<file path="config.mk">
export PLATFORM = sky130hd
export DESIGN_NAME = handheld_timer_lcd_timing_irq_unit
export DESIGN_NICKNAME = d
export VERILOG_FILES = /design/src/rtl/htli_pkg.sv /design/src/rtl/htli_line.sv /design/src/rtl/htli_timer.sv /design/src/rtl/htli_irq.sv /design/src/rtl/handheld_timer_lcd_timing_irq_unit.sv
export SDC_FILE = /design/constraint.sdc
export NUM_CORES = 1
export LEC_CHECK = 0
export ABC_AREA = 1
export BUFFER_PORTS_ARGS = -buffer_cell sky130_fd_sc_hd__buf_2
export CAP_MARGIN = 40
export CORE_UTILIZATION = 46
export CTS_BUF_LIST = sky130_fd_sc_hd__clkbuf_8
export DETAILED_ROUTE_END_ITERATION = 6
export HOLD_SLACK_MARGIN = 0.1
export SLEW_MARGIN = 20
export SYNTH_ARGS = -nofsm -noshare
export SYNTH_HDL_FRONTEND = slang
export SYNTH_HIERARCHICAL = 1
export SYNTH_SLANG_ARGS = --single-unit
</file>
<file path="constraint.sdc">
create_clock -name clk -period 12.3 [get_ports clk]
set_input_delay 3.075 -clock clk [delete_from_list [all_inputs] [get_ports clk]]
set_output_delay 3.075 -clock clk [all_outputs]
set_load 0.005 [all_outputs]
</file>
<file path="src/rtl/htli_pkg.sv">
// Shared types, register map and timing constants for the timer, LCD timing and interrupt unit.
`default_nettype none

package htli_pkg;

  // Request codes carried on the input channel.
  typedef enum logic [1:0] {
    REQ_ADVANCE = 2'd0,
    REQ_WRITE   = 2'd1,
    REQ_READ    = 2'd2,
    REQ_IDLE    = 2'd3
  } req_t;

  // I/O register map, low byte of the address in page FF00.
  localparam logic [7:0] ADDR_DIV  = 8'h04;
  localparam logic [7:0] ADDR_TIMA = 8'h05;
  localparam logic [7:0] ADDR_TMA  = 8'h06;
  localparam logic [7:0] ADDR_TAC  = 8'h07;
  localparam logic [7:0] ADDR_IF   = 8'h0F;
  localparam logic [7:0] ADDR_LCDC = 8'h40;
  localparam logic [7:0] ADDR_STAT = 8'h41;
  localparam logic [7:0] ADDR_LY   = 8'h44;
  localparam logic [7:0] ADDR_LYC  = 8'h45;
  localparam logic [7:0] ADDR_IE   = 8'hFF;

  localparam logic [7:0] UNMAPPED_READ = 8'hFF;
  localparam logic [7:0] LCDC_RESET    = 8'h91;

  // LCD line timing, in machine cycles and lines.
  localparam logic [7:0] LAST_LINE       = 8'd153;
  localparam logic [7:0] VBLANK_LINE     = 8'd144;
  localparam logic [7:0] CYCLES_PER_LINE = 8'd114;
  localparam logic [7:0] HBLANK_START    = 8'd63;
  localparam logic [7:0] DRAW_START      = 8'd20;

  // STAT mode codes.
  localparam logic [1:0] MODE_HBLANK = 2'b00;
  localparam logic [1:0] MODE_VBLANK = 2'b01;
  localparam logic [1:0] MODE_OAM    = 2'b10;
  localparam logic [1:0] MODE_DRAW   = 2'b11;

  // Interrupt vectors: base plus eight times the request bit.
  localparam logic [6:0] VECTOR_BASE = 7'h40;
  localparam int unsigned IRQ_COUNT  = 5;

  // Control for one committed item, shared by all units.
  typedef struct packed {
    logic       adv;
    logic       wr;
    logic [7:0] addr;
    logic [7:0] data;
    logic [2:0] mc;
    logic       dbl;
    logic       ime;
  } htli_ctl_t;

  typedef struct packed {
    logic       stat_req;
    logic       vblank;
    logic       vblank_stat;
  } line_evt_t;

  typedef struct packed {
    logic [7:0] lcdc;
    logic [7:0] stat;
    logic [7:0] ly;
    logic [7:0] lyc;
  } line_regs_t;

  typedef struct packed {
    logic [7:0] div;
    logic [7:0] tima;
    logic [7:0] tma;
    logic [7:0] tac;
  } tmr_regs_t;

  // Timer period selected by TAC bits 1..0.
  function automatic logic [15:0] timer_period(input logic [1:0] sel);
    logic [15:0] p;
    unique case (sel)
      2'd0: p = 16'd1024;
      2'd1: p = 16'd16;
      2'd2: p = 16'd64;
      2'd3: p = 16'd256;
    endcase
    return p;
  endfunction

endpackage

`default_nettype wire

</file>
<file path="src/rtl/htli_line.sv">
// LCD line counter: STAT mode, LY, LYC compare and line requests.
`default_nettype none

module htli_line (
  input  wire                    clk,
  input  wire                    rst_n,
  input  htli_pkg::htli_ctl_t    ctl,
  output htli_pkg::line_evt_t    evt,
  output htli_pkg::line_regs_t   regs
);
  import htli_pkg::*;

  logic [7:0] line_acc_r, line_acc_nxt;
  logic [7:0] ly_r, ly_nxt;
  logic [7:0] lyc_r, lyc_nxt;
  logic [7:0] stat_r, stat_nxt;
  logic [7:0] lcdc_r, lcdc_nxt;

  logic [7:0] la_sum;
  logic [1:0] mode;
  logic [7:0] st;
  logic [7:0] ly_inc;
  logic       line_done;
  logic       match;

  always_comb begin
    la_sum = line_acc_r + {5'b0, ctl.mc};
    if (ly_r >= VBLANK_LINE) begin
      mode = MODE_VBLANK;
    end else if (la_sum >= HBLANK_START) begin
      mode = MODE_HBLANK;
    end else if (la_sum >= DRAW_START) begin
      mode = MODE_DRAW;
    end else begin
      mode = MODE_OAM;
    end
    st        = {stat_r[7:2], mode};
    line_done = la_sum >= CYCLES_PER_LINE;
    ly_inc    = (ly_r == LAST_LINE) ? 8'd0 : ly_r + 8'd1;
    match     = ly_inc == lyc_r;
  end

  always_comb begin
    line_acc_nxt    = line_acc_r;
    ly_nxt          = ly_r;
    lyc_nxt         = lyc_r;
    stat_nxt        = stat_r;
    lcdc_nxt        = lcdc_r;
    evt.stat_req    = 1'b0;
    evt.vblank      = 1'b0;
    evt.vblank_stat = st[4];
    if (ctl.adv) begin
      line_acc_nxt = la_sum;
      stat_nxt     = st;
      if (line_done) begin
        if (lcdc_r[7]) begin
          ly_nxt       = ly_inc;
          line_acc_nxt = la_sum - CYCLES_PER_LINE;
          stat_nxt     = {st[7:3], match, st[1:0]};
          evt.stat_req = st[3] | st[5] | (st[6] & match);
          evt.vblank   = ly_inc == VBLANK_LINE;
        end else begin
          ly_nxt = 8'd0;
        end
      end
    end else if (ctl.wr) begin
      if (ctl.addr == ADDR_LCDC) begin
        lcdc_nxt = ctl.data;
      end
      if (ctl.addr == ADDR_STAT) begin
        stat_nxt = {1'b0, ctl.data[6:3], stat_r[2:0]};
      end
      if (ctl.addr == ADDR_LYC) begin
        lyc_nxt = ctl.data;
      end
    end
  end

  always_ff @(posedge clk) begin
    if (!rst_n) begin
      line_acc_r <= 8'd0;
      ly_r       <= 8'd0;
      lyc_r      <= 8'd0;
      stat_r     <= 8'd0;
      lcdc_r     <= LCDC_RESET;
    end else begin
      line_acc_r <= line_acc_nxt;
      ly_r       <= ly_nxt;
      lyc_r      <= lyc_nxt;
      stat_r     <= stat_nxt;
      lcdc_r     <= lcdc_nxt;
    end
  end

  assign regs.lcdc = lcdc_r;
  assign regs.stat = stat_r;
  assign regs.ly   = ly_r;
  assign regs.lyc  = lyc_r;

endmodule

`default_nettype wire

</file>
<file path="src/rtl/htli_timer.sv">
// Divider and selectable timer with reload and overflow request.
`default_nettype none

module htli_timer (
  input  wire                   clk,
  input  wire                   rst_n,
  input  htli_pkg::htli_ctl_t   ctl,
  output logic                  ovf,
  output htli_pkg::tmr_regs_t   regs
);
  import htli_pkg::*;

  // The divider accumulator stays below 256 after each step, so eight bits hold it.
  logic [7:0]  div_acc_r, div_acc_nxt;
  logic [15:0] tmr_acc_r, tmr_acc_nxt;
  logic [7:0]  div_r, div_nxt;
  logic [7:0]  tima_r, tima_nxt;
  logic [7:0]  tma_r, tma_nxt;
  logic [7:0]  tac_r, tac_nxt;

  logic [3:0]  scaled;
  logic [8:0]  div_sum;
  logic [15:0] tmr_sum;
  logic [15:0] period;
  logic        fire;

  always_comb begin
    scaled  = ctl.dbl ? {ctl.mc, 1'b0} : {1'b0, ctl.mc};
    div_sum = {1'b0, div_acc_r} + {5'b0, scaled};
    tmr_sum = tmr_acc_r + {12'b0, scaled};
    period  = timer_period(tac_r[1:0]);
    fire    = tac_r[2] && (tmr_sum >= period);
  end

  always_comb begin
    div_acc_nxt = div_acc_r;
    tmr_acc_nxt = tmr_acc_r;
    div_nxt     = div_r;
    tima_nxt    = tima_r;
    tma_nxt     = tma_r;
    tac_nxt     = tac_r;
    ovf         = 1'b0;
    if (ctl.adv) begin
      div_acc_nxt = div_sum[7:0];
      if (div_sum[8]) begin
        div_nxt = div_r + 8'd1;
      end
      tmr_acc_nxt = tmr_sum;
      if (fire) begin
        tmr_acc_nxt = tmr_sum - period;
        if (tima_r == 8'hFF) begin
          tima_nxt = tma_r;
          ovf      = 1'b1;
        end else begin
          tima_nxt = tima_r + 8'd1;
        end
      end
    end else if (ctl.wr) begin
      if (ctl.addr == ADDR_DIV) begin
        div_nxt = 8'd0;
      end
      if (ctl.addr == ADDR_TIMA) begin
        tima_nxt = ctl.data;
      end
      if (ctl.addr == ADDR_TMA) begin
        tma_nxt = ctl.data;
      end
      if (ctl.addr == ADDR_TAC) begin
        tac_nxt = ctl.data;
      end
    end
  end

  always_ff @(posedge clk) begin
    if (!rst_n) begin
      div_acc_r <= 8'd0;
      tmr_acc_r <= 16'd0;
      div_r     <= 8'd0;
      tima_r    <= 8'd0;
      tma_r     <= 8'd0;
      tac_r     <= 8'd0;
    end else begin
      div_acc_r <= div_acc_nxt;
      tmr_acc_r <= tmr_acc_nxt;
      div_r     <= div_nxt;
      tima_r    <= tima_nxt;
      tma_r     <= tma_nxt;
      tac_r     <= tac_nxt;
    end
  end

  assign regs.div  = div_r;
  assign regs.tima = tima_r;
  assign regs.tma  = tma_r;
  assign regs.tac  = tac_r;

endmodule

`default_nettype wire

</file>
<file path="src/rtl/htli_irq.sv">
// Interrupt flag and enable registers, priority dispatch and halt wake.
`default_nettype none

module htli_irq (
  input  wire                   clk,
  input  wire                   rst_n,
  input  htli_pkg::htli_ctl_t   ctl,
  input  htli_pkg::line_evt_t   evt,
  input  wire                   tmr_ovf,
  output logic                  taken,
  output logic [6:0]            vector,
  output logic                  wake,
  output logic [7:0]            flag,
  output logic [7:0]            ie
);
  import htli_pkg::*;

  logic [7:0] flag_r, flag_nxt;
  logic [7:0] ie_r, ie_nxt;

  logic [7:0]           raised;
  logic [7:0]           fl;
  logic [IRQ_COUNT-1:0] pend;
  logic [2:0]           sel;
  logic [7:0]           clr_mask;

  always_comb begin
    raised = {5'b0, tmr_ovf, evt.stat_req | (evt.vblank & evt.vblank_stat), evt.vblank};
    fl     = flag_r | raised;
    pend   = fl[IRQ_COUNT-1:0] & ie_r[IRQ_COUNT-1:0];
    // Lowest set bit wins.
    sel    = 3'd0;
    for (int i = IRQ_COUNT - 1; i >= 0; i--) begin
      if (pend[i]) begin
        sel = 3'(i);
      end
    end
    taken    = ctl.adv && ctl.ime && (pend != '0);
    clr_mask = taken ? (8'd1 << sel) : 8'd0;
    vector   = taken ? (VECTOR_BASE + {1'b0, sel, 3'b000}) : 7'd0;
    wake     = ctl.adv && ((evt.stat_req & ie_r[1])
             | (evt.vblank & (ie_r[0] | (ie_r[1] & evt.vblank_stat)))
             | (tmr_ovf & ie_r[2])
             | taken);
  end

  always_comb begin
    flag_nxt = flag_r;
    ie_nxt   = ie_r;
    if (ctl.adv) begin
      flag_nxt = fl & ~clr_mask;
    end else if (ctl.wr) begin
      if (ctl.addr == ADDR_IF) begin
        flag_nxt = ctl.data;
      end
      if (ctl.addr == ADDR_IE) begin
        ie_nxt = ctl.data;
      end
    end
  end

  always_ff @(posedge clk) begin
    if (!rst_n) begin
      flag_r <= 8'd0;
      ie_r   <= 8'd0;
    end else begin
      flag_r <= flag_nxt;
      ie_r   <= ie_nxt;
    end
  end

  assign flag = flag_r;
  assign ie   = ie_r;

endmodule

`default_nettype wire

</file>
<file path="src/rtl/handheld_timer_lcd_timing_irq_unit.sv">
// Top level of the timer, LCD line timing and interrupt unit.
`default_nettype none

// This block models the divider, the selectable timer, the LCD line counter and the
// interrupt controller of a handheld console. Each input transfer is a register read,
// a register write, or an advance by a few machine cycles, and each one yields exactly
// one result transfer carrying read data, the dispatched interrupt and the wake flag.
// An item is captured in an input register, its whole effect on the timer, line and
// interrupt state is computed in short combinational logic, and the state and a result
// register are updated together at the edge that moves it out. A new item is taken
// every cycle while the result side does not stall: the result is registered in the
// result register as the item leaves the input register, and the sustained rate is
// one item per clock, limited only by stall on the result side. The result register
// parts the two channels, so an item can wait in the input register while a finished
// result waits to be taken. Reads of unmapped addresses return 0xFF, request code 3
// returns an all-zero result and changes nothing.

module handheld_timer_lcd_timing_irq_unit (
  input  wire        clk,
  input  wire        rst_n,
  input  wire        in_valid,
  output logic       in_stall,
  input  wire  [1:0] in_req_type,
  input  wire  [7:0] in_reg_addr,
  input  wire  [7:0] in_write_data,
  input  wire  [2:0] in_machine_cycles,
  input  wire        in_double_speed,
  input  wire        in_master_enable,
  output logic       out_valid,
  input  wire        out_stall,
  output logic [7:0] out_read_data,
  output logic       out_irq_taken,
  output logic [6:0] out_irq_vector,
  output logic       out_wake
);
  import htli_pkg::*;

  // Input register.
  logic       s1_valid_r, s1_valid_nxt;
  req_t       s1_req_r;
  logic [7:0] s1_addr_r;
  logic [7:0] s1_data_r;
  logic [2:0] s1_mc_r;
  logic       s1_dbl_r;
  logic       s1_ime_r;

  // Result register.
  logic       out_valid_r, out_valid_nxt;
  logic [7:0] out_read_data_r;
  logic       out_irq_taken_r;
  logic [6:0] out_irq_vector_r;
  logic       out_wake_r;

  logic       in_take;
  logic       slot_free;
  logic       commit;
  logic       is_adv;
  logic       is_wr;
  logic       is_rd;
  logic [7:0] rd_val;

  htli_ctl_t  ctl;
  line_evt_t  line_evt;
  line_regs_t line_regs;
  tmr_regs_t  tmr_regs;
  logic       tmr_ovf;
  logic       irq_taken;
  logic [6:0] irq_vector;
  logic       irq_wake;
  logic [7:0] irq_flag;
  logic [7:0] irq_ie;

  // The held item moves on when the result register is empty or being emptied.
  assign slot_free = !out_valid_r || !out_stall;
  assign commit    = s1_valid_r && slot_free;
  assign in_stall  = s1_valid_r && !slot_free;
  assign in_take   = in_valid && !in_stall;

  always_comb begin
    is_adv = 1'b0;
    is_wr  = 1'b0;
    is_rd  = 1'b0;
    unique case (s1_req_r)
      REQ_ADVANCE: is_adv = 1'b1;
      REQ_WRITE:   is_wr  = 1'b1;
      REQ_READ:    is_rd  = 1'b1;
      REQ_IDLE:    ;
    endcase
  end

  // State changes only at the edge where the item leaves the input register.
  always_comb begin
    ctl.adv  = commit && is_adv;
    ctl.wr   = commit && is_wr;
    ctl.addr = s1_addr_r;
    ctl.data = s1_data_r;
    ctl.mc   = s1_mc_r;
    ctl.dbl  = s1_dbl_r;
    ctl.ime  = s1_ime_r;
  end

  htli_line u_line (
    .clk   (clk),
    .rst_n (rst_n),
    .ctl   (ctl),
    .evt   (line_evt),
    .regs  (line_regs)
  );

  htli_timer u_timer (
    .clk   (clk),
    .rst_n (rst_n),
    .ctl   (ctl),
    .ovf   (tmr_ovf),
    .regs  (tmr_regs)
  );

  htli_irq u_irq (
    .clk     (clk),
    .rst_n   (rst_n),
    .ctl     (ctl),
    .evt     (line_evt),
    .tmr_ovf (tmr_ovf),
    .taken   (irq_taken),
    .vector  (irq_vector),
    .wake    (irq_wake),
    .flag    (irq_flag),
    .ie      (irq_ie)
  );

  // Register read mux; reads see the state before this item.
  always_comb begin
    unique case (s1_addr_r)
      ADDR_DIV:  rd_val = tmr_regs.div;
      ADDR_TIMA: rd_val = tmr_regs.tima;
      ADDR_TMA:  rd_val = tmr_regs.tma;
      ADDR_TAC:  rd_val = tmr_regs.tac;
      ADDR_IF:   rd_val = irq_flag;
      ADDR_LCDC: rd_val = line_regs.lcdc;
      ADDR_STAT: rd_val = line_regs.stat;
      ADDR_LY:   rd_val = line_regs.ly;
      ADDR_LYC:  rd_val = line_regs.lyc;
      ADDR_IE:   rd_val = irq_ie;
      default:   rd_val = UNMAPPED_READ;
    endcase
  end

  always_comb begin
    if (in_take) begin
      s1_valid_nxt = 1'b1;
    end else if (commit) begin
      s1_valid_nxt = 1'b0;
    end else begin
      s1_valid_nxt = s1_valid_r;
    end

    if (commit) begin
      out_valid_nxt = 1'b1;
    end else if (!out_stall) begin
      out_valid_nxt = 1'b0;
    end else begin
      out_valid_nxt = out_valid_r;
    end
  end

  always_ff @(posedge clk) begin
    if (!rst_n) begin
      s1_valid_r  <= 1'b0;
      out_valid_r <= 1'b0;
    end else begin
      s1_valid_r  <= s1_valid_nxt;
      out_valid_r <= out_valid_nxt;
    end
  end

  always_ff @(posedge clk) begin
    if (in_take) begin
      s1_req_r  <= req_t'(in_req_type);
      s1_addr_r <= in_reg_addr;
      s1_data_r <= in_write_data;
      s1_mc_r   <= in_machine_cycles;
      s1_dbl_r  <= in_double_speed;
      s1_ime_r  <= in_master_enable;
    end
  end

  always_ff @(posedge clk) begin
    if (commit) begin
      out_read_data_r  <= is_rd ? rd_val : 8'd0;
      out_irq_taken_r  <= irq_taken;
      out_irq_vector_r <= irq_vector;
      out_wake_r       <= irq_wake;
    end
  end

  assign out_valid      = out_valid_r;
  assign out_read_data  = out_read_data_r;
  assign out_irq_taken  = out_irq_taken_r;
  assign out_irq_vector = out_irq_vector_r;
  assign out_wake       = out_wake_r;

endmodule

`default_nettype wire
</file>
# --- Word level (Yosys, flattened, before mapping) ---
# Index checks and enable logic that the tools add are counted.
# Widths: inputs -> output; s select.
classes:
  n_shift: 1
  add_sub_neg: 9
  n_eq_ne: 22
  n_mux: 47
  magnitude_cmp: 5
  n_reduce_logical: 33
  bitwise: 18
op_table:
  columns: ["operator", "count"]
  rows:
  - ["$mux 8", 21]
  - ["$pmux 8 s10", 1]
  - ["$pmux 16 s4", 1]
  - ["$eq 8x3->1 const B", 4]
  - ["$eq 8x7->1 const B", 4]
  - ["$eq 8x8->1 const B", 4]
  - ["$reduce_and 3->1", 9]
  - ["$add 8x1->8 const B", 3]
  - ["$mux 3", 6]
  - ["$add 16x4->16", 1]
  - ["$ge 16x16->1", 1]
  - ["$mux 16", 1]
  - ["$sub 16x16->16", 1]
  - ["$mux 1", 11]
  - ["$mux 2", 5]
  - ["$reduce_bool 2->1", 5]
  - ["$add 8x4->9", 1]
  - ["$logic_and 1x1->1", 9]
  - ["$add 8x3->8", 1]
  - ["$and 8x8->8", 1]
  - ["$eq 8x4->1 const B", 1]
  - ["$eq 8x8->1", 1]
  - ["$ge 8x5->1 const B", 1]
  - ["$ge 8x6->1 const B", 1]
  - ["other kinds (21)", 41]
totals:
  wordCells: 162
  register_bits: 154
  input_bits: 27

# --- Longest topological paths before layout ---
depth:
  word_depth: 22
  ltp_mapped: 30
  depth_no_buf: 30

# --- By module ---
# Netlist, hierarchy kept.
modules_own_cells:
  columns: ["mod", "n_inst", "cells_each", "area_each_um2"]
  rows:
  - ["htli_timer", 1, 589, 3772.4]
  - ["handheld_timer_lcd_timing_irq_unit", 1, 299, 2427.3]
  - ["htli_line", 1, 354, 2339.7]
  - ["htli_irq", 1, 129, 872.1]

# --- Least setup slack after synthesis ---
# No wires, ideal clock.
synth_path:
  kind: "input to register"
  startpoint: "input out_stall"
  endpoint: "register u_irq.flag_r[1], in the netlist u_irq/flag[1]"
  required_time_ns: 12.181
  t_arrival_ns: 6.672
  path_slack_ns: 5.508
  setup_time_ns: 0.119
  path_buffers: 1
  cell_stages: 17
  cell_sequence: "nand2_1 -> inv_1 -> nor2_1 -> inv_1 -> nor3_1 -> inv_1 -> buf_2 -> nor2_8 -> nand4_2 -> nor3_2 -> nand2_1 -> nand2_1 -> nand2_1 -> o21ai_1 -> nand3_1 -> o21bai_1 -> a21oi_2"
synth_lines:
  columns: ["item", "line_no", "text"]
  rows:
  - ["from (decl)", "handheld_timer_lcd_timing_irq_unit.sv:30", "input wire out_stall,"]
  - ["to (signal assigned)", "htli_irq.sv:67", "flag_r <= flag_nxt;"]
  - ["to (decl)", "htli_irq.sv:18", "logic [7:0] flag_r, flag_nxt;"]

# --- Worst setup path in the final report ---
layout_path:
  startpoint: "input out_stall"
  endpoint: "output in_stall"
layout_via:
  elab_chain_cells: 4
layout_lines:
  columns: ["item", "line_no", "text"]
  rows:
  - ["$logic_not 1->1", null, null]
  - ["$logic_or 1x1->1", "handheld_timer_lcd_timing_irq_unit.sv:74", "assign slot_free = !out_valid_r || !out_stall;"]
  - ["$logic_not 1->1", "handheld_timer_lcd_timing_irq_unit.sv:76", "assign in_stall = s1_valid_r && !slot_free;"]
  - ["$logic_and 1x1->1", "handheld_timer_lcd_timing_irq_unit.sv:76", null]
  - ["to (decl)", "handheld_timer_lcd_timing_irq_unit.sv:22", "output logic in_stall,"]
# Every way passes these cells.

==> flow_summary.ini <==
[layout]
area_growth_pct = 8.602
fill_cells = 1987
nets = 1457
drive_above_1_share_pct = 11.91
fin_util_pct = 51.67
antenna_cells = 0

[route]
firstDrtPassIters = 5
final_antenna_net_count = 0
routed_wl_mm = 25.27
drcViolationCount = 0
wl_per_cell_um = 15.01
vias_per_cell = 5.235
drt_iter0_markers = 898
vias = 8816

[synthesis]
yosys_register_bits = 153
yosysTopAreaCellShare_pct = 24.04
yosysWarnings = 6
yosysMostFrequentCell = nand2_1
yosys-top-cells-area = dfxtp_1 24%, edfxtp_1 13%, nand2_1 12%
synth-edff-count = 40
synth_cell_types = 54
syn_inst = 1371
yosysSeqAreaShare_pct = 36.80
synth_flop_cell = dfxtp_1
synth_area_per_cell_um2 = 6.865
async_reset_ff_share_pct = 0
yosysTopAreaCell = dfxtp_1
netlist_top_cells_count = 312 x nand2_1, 188 x nor2_1, 175 x inv_1, 135 x nand3_1, 113 x dfxtp_1
syn_area_um2 = 9412

[worst_setup_path]
crit_path_max_incr_delay_ps = 130
worst-path-max-fanout = 3
end_kind = primary output
cp-startpoint = out_stall
rrSetupSlack_ps = 7330
cp_slowest_cell = buf_2
startpoint_type = input port
rr_endpoint = u_irq/flag[1]$_SDFFE_PN0P_
cp.required_ps = 9220
critPathKind = in -> out
r2r_cells = 28
r2r-start = s1_dbl_r$_DFFE_PP_
crit_chain = buf_2 > nand2_1 > nor2_1 > buf_2
critical_path_arrival_ps = 3480
critPathMostFrequentCell = buf_2

[floorplan]
core_um2 = 19780
start_util_pct = 47.58
design.die.area_um2 = 21040
dieHeight_um = 145.0
die_x_um = 145.0
ios = 46
row_count = 51

[flow_run]
timing.max_cap.violations = 0

[global_route]
grt_usage_pct = 24.40
antenna_found_initial = 0
grt_pass1_wl_mm = 40.72
grt_max_degree = 73
overflow = 0
grt_pass1_vias = 7851

[timing]
setup_viol = 0
worst_pin_slew_ps = 787.2
drv_slew = 0
layout_min_cycle_time_ps = 6551
slew_headroom_pct = 47.46
tns_ps = 0
clock.fmax_mhz = 152.6
skew_ps = 12.14
finalHoldViolCount = 0
grt_setup_unrepaired = no
finalCritPeriodShare_pct = 53.26

[outcome]
outcome = completed

[clocking]
numCtsBuffers = 17
cts_root_buf = clkbuf_8
clkTransAtPathRegs_ps = 90
cts_sinks = 153
clock_path_buffers = 2
cts-htree-levels = 4
postCtsHoldBufs = 0
ctsResizeCount = 0
postCtsSetupBuffers = 0
clk_latency_ps = 460
cts_tree = built

[power_and_ir_drop]
powerDensity_nw_per_um2 = 100.3
leakagePower_nw = 4.481
irDropWorstVdd_uv = 71.67

[min_path]
hold_path.startpoint = u_irq/ie[5]$_SDFFE_PN0P_
min_path_cells = 2
min_to = u_irq/ie[5]$_SDFFE_PN0P_
hp-class = reg -> reg

[placed_design]
portBuffers = 45
hpwl_mm = 18.36
gp_congestion = 0.9195
==> layout make-up <==
cell class              count  area, um2  share of cell area (%)
clock buffers              17      234.0                   2.289
clock inverters            15      165.2                   1.616
inverters                 190      713.2                   6.978
multi-input cells         992       5016                   49.08
flip-flops and latches    153       3463                   33.88
well taps                 265      331.6                   3.244
repair buffers             52      297.8                   2.913
==> metal layers <==
| metal | routed length [um] | global-route usage, % | share of wire [%] |
|---|---|---|---|
| met3 | 1786 | 4.874 | 7.1 |
| met1 | 12070 | 35.28 | 48 |
| met5 | 0 | 0 | 0 |
| met2 | 11150 | 37.14 | 44 |
| met4 | 269 | 5.532 | 1.1 |
==> through the flow <==
| stage | cell area [um2] | instances | hold slack [ps] | power (mW) | setup slack, ps |
|---|---|---|---|---|---|
| 2_1_floorplan | 9419 | 1373 | 422.3 | 0.6099 | 5508 |
| 3_3_place_gp | 9779 | 1649 | 438.0 | 0.6358 | 5770 |
| 3_5_place_dp | 9822 | 1652 | 446.4 | 0.6376 | 5719 |
| 4_1_cts | 10220 | 1684 | 459.9 | 1.038 | 5754 |
| 5_1_grt | 10220 | 1684 | 493.6 | 1.072 | 5707 |
| 6_report | 10220 | 1684 | 458.5 | 1.025 | 5749 |
==> how the worst max path moves through the flow <==
stage | endpoint | slack (ps)
4_1_cts | in_stall | 5750
6_report | in_stall | 5750
5_1_grt | in_stall | 5710
2_1_floorplan | u_irq/flag[1]$_SDFFE_PN0P_ | 5510
3_3_place_gp | in_stall | 5770
3_5_place_dp | u_irq/flag[1]$_SDFFE_PN0P_ | 5720
==> worst max-delay path: cells and delay by family <==
kind / cells / cell delay [ps]
buf+inv: 2 / 200
simple gates: 2 / 200
==> state kept, by name, indices dropped and copies added, names as in the netlist, 3 cells and up <==
register	cells
out_irq_vector	7
u_timer/div_r	8
u_timer/tima_r	8
u_irq/flag	8
out_read_data	8
u_line/ly_r	8
s1_mc_r	3
u_line/lyc_r	8
u_timer/tma_r	8
s1_addr_r	8
u_line/line_acc_r	8
u_irq/ie	8
u_timer/div_acc_r	8
u_line/lcdc_r	8
u_timer/tac_r	8
u_timer/tmr_acc_r	16
u_line/stat_r	7
s1_data_r	8
==> power by group <==
group / internal, mW / switching, mW / leakage (nW)
Combinational: 0.0283 / 0.0574 / 2.98
Sequential: 0.528 / 0.0134 / 1.30
Clock: 0.185 / 0.213 / 0.196
Total: 0.741 / 0.284 / 4.48
==> layout by cell type (no fill, tap or decap), types with 4 or more instances in the layout <==
master,count
a21oi_2,4
nor2_1,188
buf_2,45
a21oi_1,82
xor2_1,20
nand2_2,18
inv_2,15
nor2_4,9
o211ai_1,5
nor2_2,10
xnor2_1,4
nand4_1,22
buf_4,6
ha_1,21
nand2_1,312
o21ai_1,10
nand3_1,135
clkbuf_8,17
dfxtp_1,113
inv_6,6
conb_1,4
nand2_4,8
nor3_1,18
inv_1,175
o21ai_0,73
edfxtp_1,40
==> cell families (layout without fill, tap and decap cells) <==
group | after synthesis | in the layout | share of synthesized area, %
XOR/XNOR | 24 | 24 | 2.233
flip-flops | 153 | 153 | 36.80
buffers and inverters | 228 | 274 | 10.17
other | 2 | 4 | 0.07980
multiplexers | 1 | 1 | 0.1196
AO/OA/AOI/OAI | 191 | 191 | 10.98
AND/OR/NAND/NOR | 748 | 748 | 36.19
adder cells (fa/ha/maj) | 24 | 24 | 3.430
Power figures use the tool's default switching activity.
